### config.mk
export PLATFORM = sky130hd
export DESIGN_NAME = rfc_frame_core
export DESIGN_NICKNAME = d
export VERILOG_FILES = /design/src/rtl/rfc_pkg.sv /design/src/rtl/rfc_frame_core.sv
export SDC_FILE = /design/constraint.sdc
export NUM_CORES = 1
export LEC_CHECK = 0
export ABC_AREA = 1
export BUFFER_PORTS_ARGS = -buffer_cell sky130_fd_sc_hd__buf_4
export CAP_MARGIN = 20
export CORE_UTILIZATION = 45
export CTS_CLUSTER_SIZE = 25
export DETAILED_ROUTE_END_ITERATION = 7
export PLACE_DENSITY = 0.66
export SYNTH_ARGS = -nofsm -noshare
export SYNTH_HDL_FRONTEND = slang
export SYNTH_SLANG_ARGS = --single-unit
export TNS_END_PERCENT = 100
### constraint.sdc
create_clock -name i_clk -period 2.29 [get_ports i_clk]
set_clock_uncertainty 0.2 [all_clocks]
set_input_delay 0.229 -clock i_clk [delete_from_list [all_inputs] [get_ports i_clk]]
set_output_delay 0.229 -clock i_clk [all_outputs]
set_load 0.005 [all_outputs]
### src/rtl/rfc_pkg.sv
// rfc_pkg: shared types, marker constants and the float range test
// for the response frame checker
// no dependencies

package rfc_pkg;

    localparam logic [7:0] START_MARK = 8'h3d;
    localparam logic [7:0] END_MARK   = 8'h3e;
    localparam logic [7:0] ESC_MARK   = 8'h1b;

    // magnitude of -100.0 and bit pattern of +500.0 as ieee single
    localparam logic [30:0] NEG100_MAG  = 31'h42C8_0000;
    localparam logic [30:0] POS500_BITS = 31'h43FA_0000;

    typedef enum logic [1:0] {
        ST_GOOD  = 2'd0,
        ST_FRAME = 2'd1,
        ST_CSUM  = 2'd2
    } t_status;

    typedef struct packed {
        t_status     frame_status;
        logic [31:0] value_bits;
        logic        value_in_range;
        logic [7:0]  status_value;
    } t_result;

    // sign and magnitude compare against the open interval (-100, 500)
    function automatic logic in_range(input logic [31:0] bits);
        logic result;
        if (bits[31]) begin
            result = (bits[30:0] < NEG100_MAG);
        end else begin
            result = (bits[30:0] < POS500_BITS);
        end
        return result;
    endfunction

endpackage

### src/rtl/rfc_frame_core.sv
// rfc_frame_core: per-frame state (escape, xor, position, captured word)
// and the end-of-frame result logic
// depends on rfc_pkg

module rfc_frame_core (
    input  logic                 i_clk,
    input  logic                 i_rst_n,
    input  logic                 i_step,
    input  logic [7:0]           i_byte,
    input  logic                 i_last,
    input  logic                 i_kind,
    output rfc_pkg::t_result     o_result
);

    logic        r_awaiting, n_awaiting;
    logic        r_start_ok, n_start_ok;
    logic        r_esc,      n_esc;
    logic [7:0]  r_xor,      n_xor;
    logic [2:0]  r_pos,      n_pos;
    logic [31:0] r_value,    n_value;
    logic [7:0]  r_rec0,     n_rec0;
    logic [7:0]  r_rec1,     n_rec1;
    logic        r_has_mid,  n_has_mid;
    logic        r_kind,     n_kind;

    logic        w_take;
    logic [7:0]  w_mid;
    logic [2:0]  w_pos_inc;
    rfc_pkg::t_status w_status;

    assign w_pos_inc = (r_pos == 3'd7) ? r_pos : r_pos + 3'd1;

    always_comb begin
        n_awaiting = r_awaiting;
        n_start_ok = r_start_ok;
        n_esc      = r_esc;
        n_xor      = r_xor;
        n_pos      = r_pos;
        n_value    = r_value;
        n_rec0     = r_rec0;
        n_rec1     = r_rec1;
        n_has_mid  = r_has_mid;
        n_kind     = r_kind;
        w_take     = 1'b0;
        w_mid      = i_byte;
        w_status   = rfc_pkg::ST_FRAME;
        o_result   = '0;

        if (r_awaiting) begin
            n_start_ok = (i_byte == rfc_pkg::START_MARK);
            n_kind     = i_kind;
            n_esc      = 1'b0;
            n_xor      = 8'h00;
            n_pos      = 3'd0;
            n_value    = 32'h0;
            n_rec0     = i_byte;
            n_rec1     = 8'h00;
            n_has_mid  = 1'b0;
            n_awaiting = i_last;
            o_result.frame_status = rfc_pkg::ST_FRAME;
        end else if (!i_last) begin
            if (r_esc) begin
                n_esc  = 1'b0;
                w_take = 1'b1;
                w_mid  = ~i_byte;
            end else if (i_byte == rfc_pkg::ESC_MARK) begin
                n_esc = 1'b1;
            end else begin
                w_take = 1'b1;
            end
            if (w_take) begin
                n_xor     = r_xor ^ w_mid;
                n_rec1    = r_rec0;
                n_rec0    = w_mid;
                n_has_mid = 1'b1;
                n_pos     = w_pos_inc;
                case (w_pos_inc)
                    3'd3:    n_value[7:0]   = r_value[7:0]   | w_mid;
                    3'd4:    n_value[15:8]  = r_value[15:8]  | w_mid;
                    3'd5:    n_value[23:16] = r_value[23:16] | w_mid;
                    3'd6:    n_value[31:24] = r_value[31:24] | w_mid;
                    default: n_value        = r_value;
                endcase
            end
        end else begin
            if (!r_start_ok || i_byte != rfc_pkg::END_MARK || (!r_has_mid && !r_esc)) begin
                w_status = rfc_pkg::ST_FRAME;
            end else if (r_esc || r_xor != 8'h00) begin
                w_status = rfc_pkg::ST_CSUM;
            end else begin
                w_status = rfc_pkg::ST_GOOD;
            end
            o_result.frame_status = w_status;
            if (w_status == rfc_pkg::ST_GOOD) begin
                o_result.value_bits     = r_value;
                o_result.value_in_range = !r_kind && rfc_pkg::in_range(r_value);
                o_result.status_value   = r_rec1;
            end
            n_awaiting = 1'b1;
            n_esc      = 1'b0;
        end
    end

    always_ff @(posedge i_clk) begin
        if (!i_rst_n) begin
            r_awaiting <= 1'b1;
            r_start_ok <= 1'b0;
            r_esc      <= 1'b0;
            r_xor      <= 8'h00;
            r_pos      <= 3'd0;
            r_value    <= 32'h0;
            r_rec0     <= 8'h00;
            r_rec1     <= 8'h00;
            r_has_mid  <= 1'b0;
            r_kind     <= 1'b0;
        end else if (i_step) begin
            r_awaiting <= n_awaiting;
            r_start_ok <= n_start_ok;
            r_esc      <= n_esc;
            r_xor      <= n_xor;
            r_pos      <= n_pos;
            r_value    <= n_value;
            r_rec0     <= n_rec0;
            r_rec1     <= n_rec1;
            r_has_mid  <= n_has_mid;
            r_kind     <= n_kind;
        end
    end

endmodule

; After elaboration in Yosys (flattened, before gate mapping)
; Index checks and enable logic that the tools add are counted.
[op_classes]
muxes = 48
order_cmp = 2
reduce_logical = 22
n_addsub = 1
n_mul = 0
n_shift = 0
div = 0
n_bitwise = 6
eq_ne = 9
[op_table]
columns = operator, n
row1 = 2-to-1 mux 8 bit, 16
row2 = 2-to-1 mux 32 bit, 3
row3 = 2-to-1 mux 41 bit, 2
row4 = less-than comparator 31 bit (second input constant), 2
row5 = 2-to-1 mux 43 bit, 1
row6 = OR 8 bit, 4
row7 = 2-to-1 mux 1 bit, 17
row8 = AND reduction 4 bit, 4
row9 = equality test 3 bit (second input constant), 4
row10 = 2-to-1 mux 3 bit, 4
row11 = 2-to-1 mux 2 bit, 5
row12 = nonzero test 2 bit, 5
row13 = equality test 8 x 5 -> 1 bit (second input constant), 1
row14 = equality test 8 x 6 -> 1 bit (second input constant), 1
row15 = inequality test 8 x 6 -> 1 bit (second input constant), 1
row16 = inverter 8 bit, 1
row17 = nonzero test 8 bit, 1
row18 = XOR 8 bit, 1
row19 = zero test 1 bit, 4
row20 = adder 3 x 1 -> 3 bit (second input constant), 1
row21 = equality test 3 x 2 -> 1 bit (second input constant), 1
row22 = logical OR 1 bit, 3
row23 = AND reduction 3 bit, 1
row24 = logical AND 1 bit, 2
row25 = other kinds (3), 3
[word_totals]
regBits = 64
mem_count = 0
ram_bits = 0
rom_bits = 0
latch_bits = 0

; Longest topological paths before layout
[logic_depth]
ltp_word = 14
ltp_mapped = 10
depth_no_buf = 9

; Least setup slack after synthesis
; OpenSTA, ideal clock, no wires.
[synth_timing]
path_type = flip-flop to flip-flop
from = reg r_pos[0]
to = reg r_value[7]
t_arrival_ns = 1.422
synth_period_minus_slack_ns = 1.692
stages_incl_launch_ff = 9
setup_ns = 0.070
slack_ns = 0.598
cell_sequence = dfxtp_1 -> inv_1 -> ha_1 -> inv_1 -> nand2_1 -> nand2_1 -> o21ai_1 -> nand3_1 -> a21oi_1
[synth_between]
elab_chain_len = 5
[synth_rtl]
columns = element, line
row1 = "start, declared", rfc_frame_core.sv:19  ; logic [2:0] r_pos, n_pos;
row2 = "start signal, assigned", rfc_frame_core.sv:121  ; r_pos <= n_pos;
row3 = adder 3 x 1 -> 3 bit / equality test 3 bit (equally long branches), rfc_frame_core.sv:31  ; assign w_pos_inc = (r_pos == 3'd7) ? r_pos : r_pos + 3'd1;
row4 = 2-to-1 mux 3 bit (*), rfc_frame_core.sv:31
row5 = equality test 3 x 2 -> 1 bit (*), rfc_frame_core.sv:77  ; case (w_pos_inc)
row6 = nonzero test 2 bit (no source line) (*), --
row7 = AND reduction 4 bit (no source line) (*), --
row8 = "end signal, assigned", rfc_frame_core.sv:122  ; r_value <= n_value;
row9 = "end, declared", rfc_frame_core.sv:20  ; logic [31:0] r_value, n_value;
; Every way passes the cells marked *; elsewhere a longest branch is shown, timed or not.
; A chain may end at the register's enable or synchronous reset.

==> results by group <==
Finish
  • Share of layout cells above drive strength 1: 0.193
  • Fill cells: 700
  • Commonest non-fill, non-tap cell in the layout: nand2_1
  • Ant. Diodes: 0
  • Area delta synth->final: 26.1%
  • Multi-input logic area: between 0.0015 and 0.002 mm2
  • Commonest cells after routing, fill and taps aside: nand2_1, nor2_1, buf_4
  • Post-Route Utilization: 0.597
  • Fin nets: around 580
  • Reg area: ~0.0013 mm2

Clock tree
  • CTS sink cnt: 64
  • H-tree depth: 3
  • Clk slew on worst S/H paths: roughly 80 ps
  • CTS tree: done
  • CTS buffer count: 9
  • Worst-Skew Late Latency: 330 ps
  • Root buffer cell: clkbuf_8
  • Clk buf depth: 2

Floorplanning
  • Die Span Y: about 87 um
  • # IOs: 56
  • Die X: 87.2 um
  • Total core area: around 0.0069 mm2
  • Die area: approximately 0.0076 mm2
  • Std-Cell Rows: 30
  • Initial Util: 0.473

Timing
  • Relative max-transition margin: 0.535
  • Final worst path period share: 0.941
  • Final setup fails: 0
  • Setup repair after global routing missed its margin: false
  • Maximum clock frequency: approximately 0.46 GHz
  • Worst-margin pin slew: between 600 and 700 ps
  • Max Slew Vio Count: 0
  • Time the worst path needs with I/O delays and setup: ~2200 ps
  • TNS Setup: 0 ps
  • Final Hold Viols: 0

Synth
  • Synth Area in Compound Gates: 0.118
  • Post-Syn Nets: between 500 and 600
  • Register area share after synthesis: 0.392
  • Syn Inst Count: around 500
  • Post-Synth Adder-Cell Area: 0.0115
  • Synthesized cell area: approximately 0.0033 mm2
  • Synth Area in Simple Gates: 0.310
  • Post-Synth XOR/XNOR Area: 0.0402
  • Avg Inst Size Synth: ~6.6 um2
  • Ys Warns: 0
  • Multiplexer share of the synthesized area: 0
  • Synth cell types: 29
  • Synth Register Bits: 64
  • Largest family of logic cells by synthesized area: simple AND/OR/NAND/NOR gates

Power and ir drop
  • Internal: ~2000 uW
  • Clk pwr share: 0.443
  • Lkg Pwr: 0.00174 uW
  • Max IR drop VDD: roughly 0.57 mV
  • Proportion of power drawn by combinational gates: 0.114
  • Sw power: about 660 uW
  • PwrDens: approximately 640 mW/mm2
  • Switch share: 0.250
  • Sequential Power Share: 0.443

Worst hold path
  • Worst hold path type: input pin to flop
  • Hold path depth: 3
  • HP Start: i_step

Critical path
  • Startpoint Class: flop
  • Worst setup EP type: primary output
  • Crit path buffers/inverters: 3
  • Cell Chain, Critical Path: inv_1, nand4_1, nor3_4, nand2_2, buf_12, nor2_1, buf_4
  • Critical path launch point: r_xor[4]
  • Flop2flop setup slack: 390 ps
  • Reg-to-reg critical path startpoint: r_esc
  • CP required: approximately 1900 ps
  • R2R cell count: 8
  • Crit path depth: 7
  • Crit-path max FO: 32
  • Crit path kind: flop to primary output
  • Slowest cell on the critical path: dfxtp_1
  • Worst path top cell family by delay: simple AND/OR/NAND/NOR gates
  • Slowest cell delay on critical path: around 340 ps
  • Arr. time, crit path: about 1700 ps

Flow run
  • Total of max-cap violations: 0

Drt
  • Initial DRC Count: around 110
  • Antenna Violating Nets Remaining: 0
  • Total Wirelength: 8050 um
  • Drt drc: 0
  • Mean routed wirelength per cell: 12.2 um
  • Vias per cell: ~4.8
  • Total number of vias: roughly 3200
  • Drt first pass iters: 5

Place
  • HPWL reported at the end of detailed placement: 5750 um
  • PortBufs: 55
  • Final GP Congestion: between 0.8 and 0.9

Global routing
  • Overflow after GRT: 0
  • Vias in the first global route: ~2800
  • First-pass GRT wire length: approximately 13000 um
  • Total track usage: 0.226
  • Initial antenna violation count: 0
  • Largest net degree at the start of global routing: 33

Run status
  • Status: finished clean
## flip-flops by register name, summed over array words and instances (netlist names)
name / cells
r_start_ok: 1
r_pos: 3
r_esc: 1
r_xor: 8
r_has_mid: 1
r_value: 32
r_kind: 1
r_rec1: 8
r_rec0: 8
r_awaiting: 1
## cells in the mapped netlist
| cell | count | area (um2) |
|---|---|---|
| nor2_4 | 1 | 11.3 |
| nand3_1 | 45 | 225 |
| o21ai_1 | 1 | 5.00 |
| inv_1 | 67 | 251 |
| nand4_1 | 2 | 12.5 |
| buf_4 | 2 | 15.0 |
| clkbuf_1 | 8 | 30.0 |
| nand2_1 | 98 | 368 |
| xor2_1 | 8 | 70.1 |
| nor3_1 | 1 | 5.00 |
| buf_1 | 1 | 3.75 |
| ha_1 | 3 | 37.5 |
| nor2b_1 | 1 | 6.26 |
| inv_4 | 1 | 6.26 |
| dfxtp_1 | 64 | 1280 |
| nor2_8 | 1 | 20.0 |
| nand2_2 | 3 | 18.8 |
| nor3_2 | 1 | 10.0 |
| xnor2_1 | 7 | 61.3 |
| or2_2 | 1 | 6.26 |
| and3_1 | 1 | 6.26 |
| o21ai_0 | 19 | 95.1 |
| nor2_1 | 85 | 319 |
| buf_2 | 8 | 40.0 |
| buf_6 | 5 | 56.3 |
| nor2_2 | 1 | 6.26 |
| inv_2 | 2 | 7.51 |
| inv_6 | 1 | 8.76 |
| a21oi_1 | 57 | 285 |
## area by class of cell
cell class	instances	area share
multi-input cells	336	0.386
flip-flops and latches	64	0.311
repair buffers	77	0.148
inverters	71	0.0665
clock buffers	9	0.0300
clock inverters	7	0.0291
well taps	96	0.0291
## timing repair
item                       in CTS  in global routing
hold endpoints to repair        2                  0
setup buffers                   0                  1
gates resized for setup         0                 11
hold buffers                    3                  0
setup endpoints to repair       0                 32
## tightest hold or removal path, delay by kind of cell
kind	cells	cell delay [ps]
AOI/OAI and AO/OA	1	50
buffers and inverters	1	140
and+or+nand+nor	1	70
## worst paths after layout
check,endpoint
setup / recovery,o_result[15]
hold reg to reg,r_value[11]
setup reg to reg,r_value[1]
hold / removal,r_esc
## cells by family (layout without fill, tap and decap cells)
| logic type | after synthesis | after routing |
|---|---|---|
| and+or+nand+nor | 241 | 241 |
| DFF | 64 | 64 |
| xor gates and xnor gates | 15 | 15 |
| AOI/OAI and AO/OA | 77 | 77 |
| adders and majority gates | 3 | 3 |
| buffers and inverters | 95 | 164 |
## power groups by stage
stage	clock [uW]	combinational, uW	sequential, uW
final	1180	304	1180
after global routing	1240	342	1180
after CTS	1190	298	1180
after detailed placement	0	292	1200
after global placement	0	289	1200
after floorplan	0	201	1200
## layer usage
layer | GRT usage | routed length (um) | part of all wire | vias up
met2 | 0.364 | 3730 | 0.46 | 81
met3 | 0.0436 | 323 | 0.040 | 18
li1 | - | - | - | 1662
met5 | 0 | 0 | 0 | -
met4 | 0.103 | 204 | 0.025 | 0
met1 | 0.293 | 3790 | 0.47 | 1404
## per-stage QoR
stage	instances	area (um2)	hold WS, ps	setup slack [ps]	total power, uW
6_report	660	4120	5.36	135	2660
5_1_grt	660	4120	15.8	4.46	2770
4_1_cts	659	4080	6.75	43.3	2670
3_5_place_dp	640	3800	252	254	1500
3_3_place_gp	640	3800	247	338	1490
2_1_floorplan	495	3270	152	598	1400
Power figures use the tool's default switching activity.
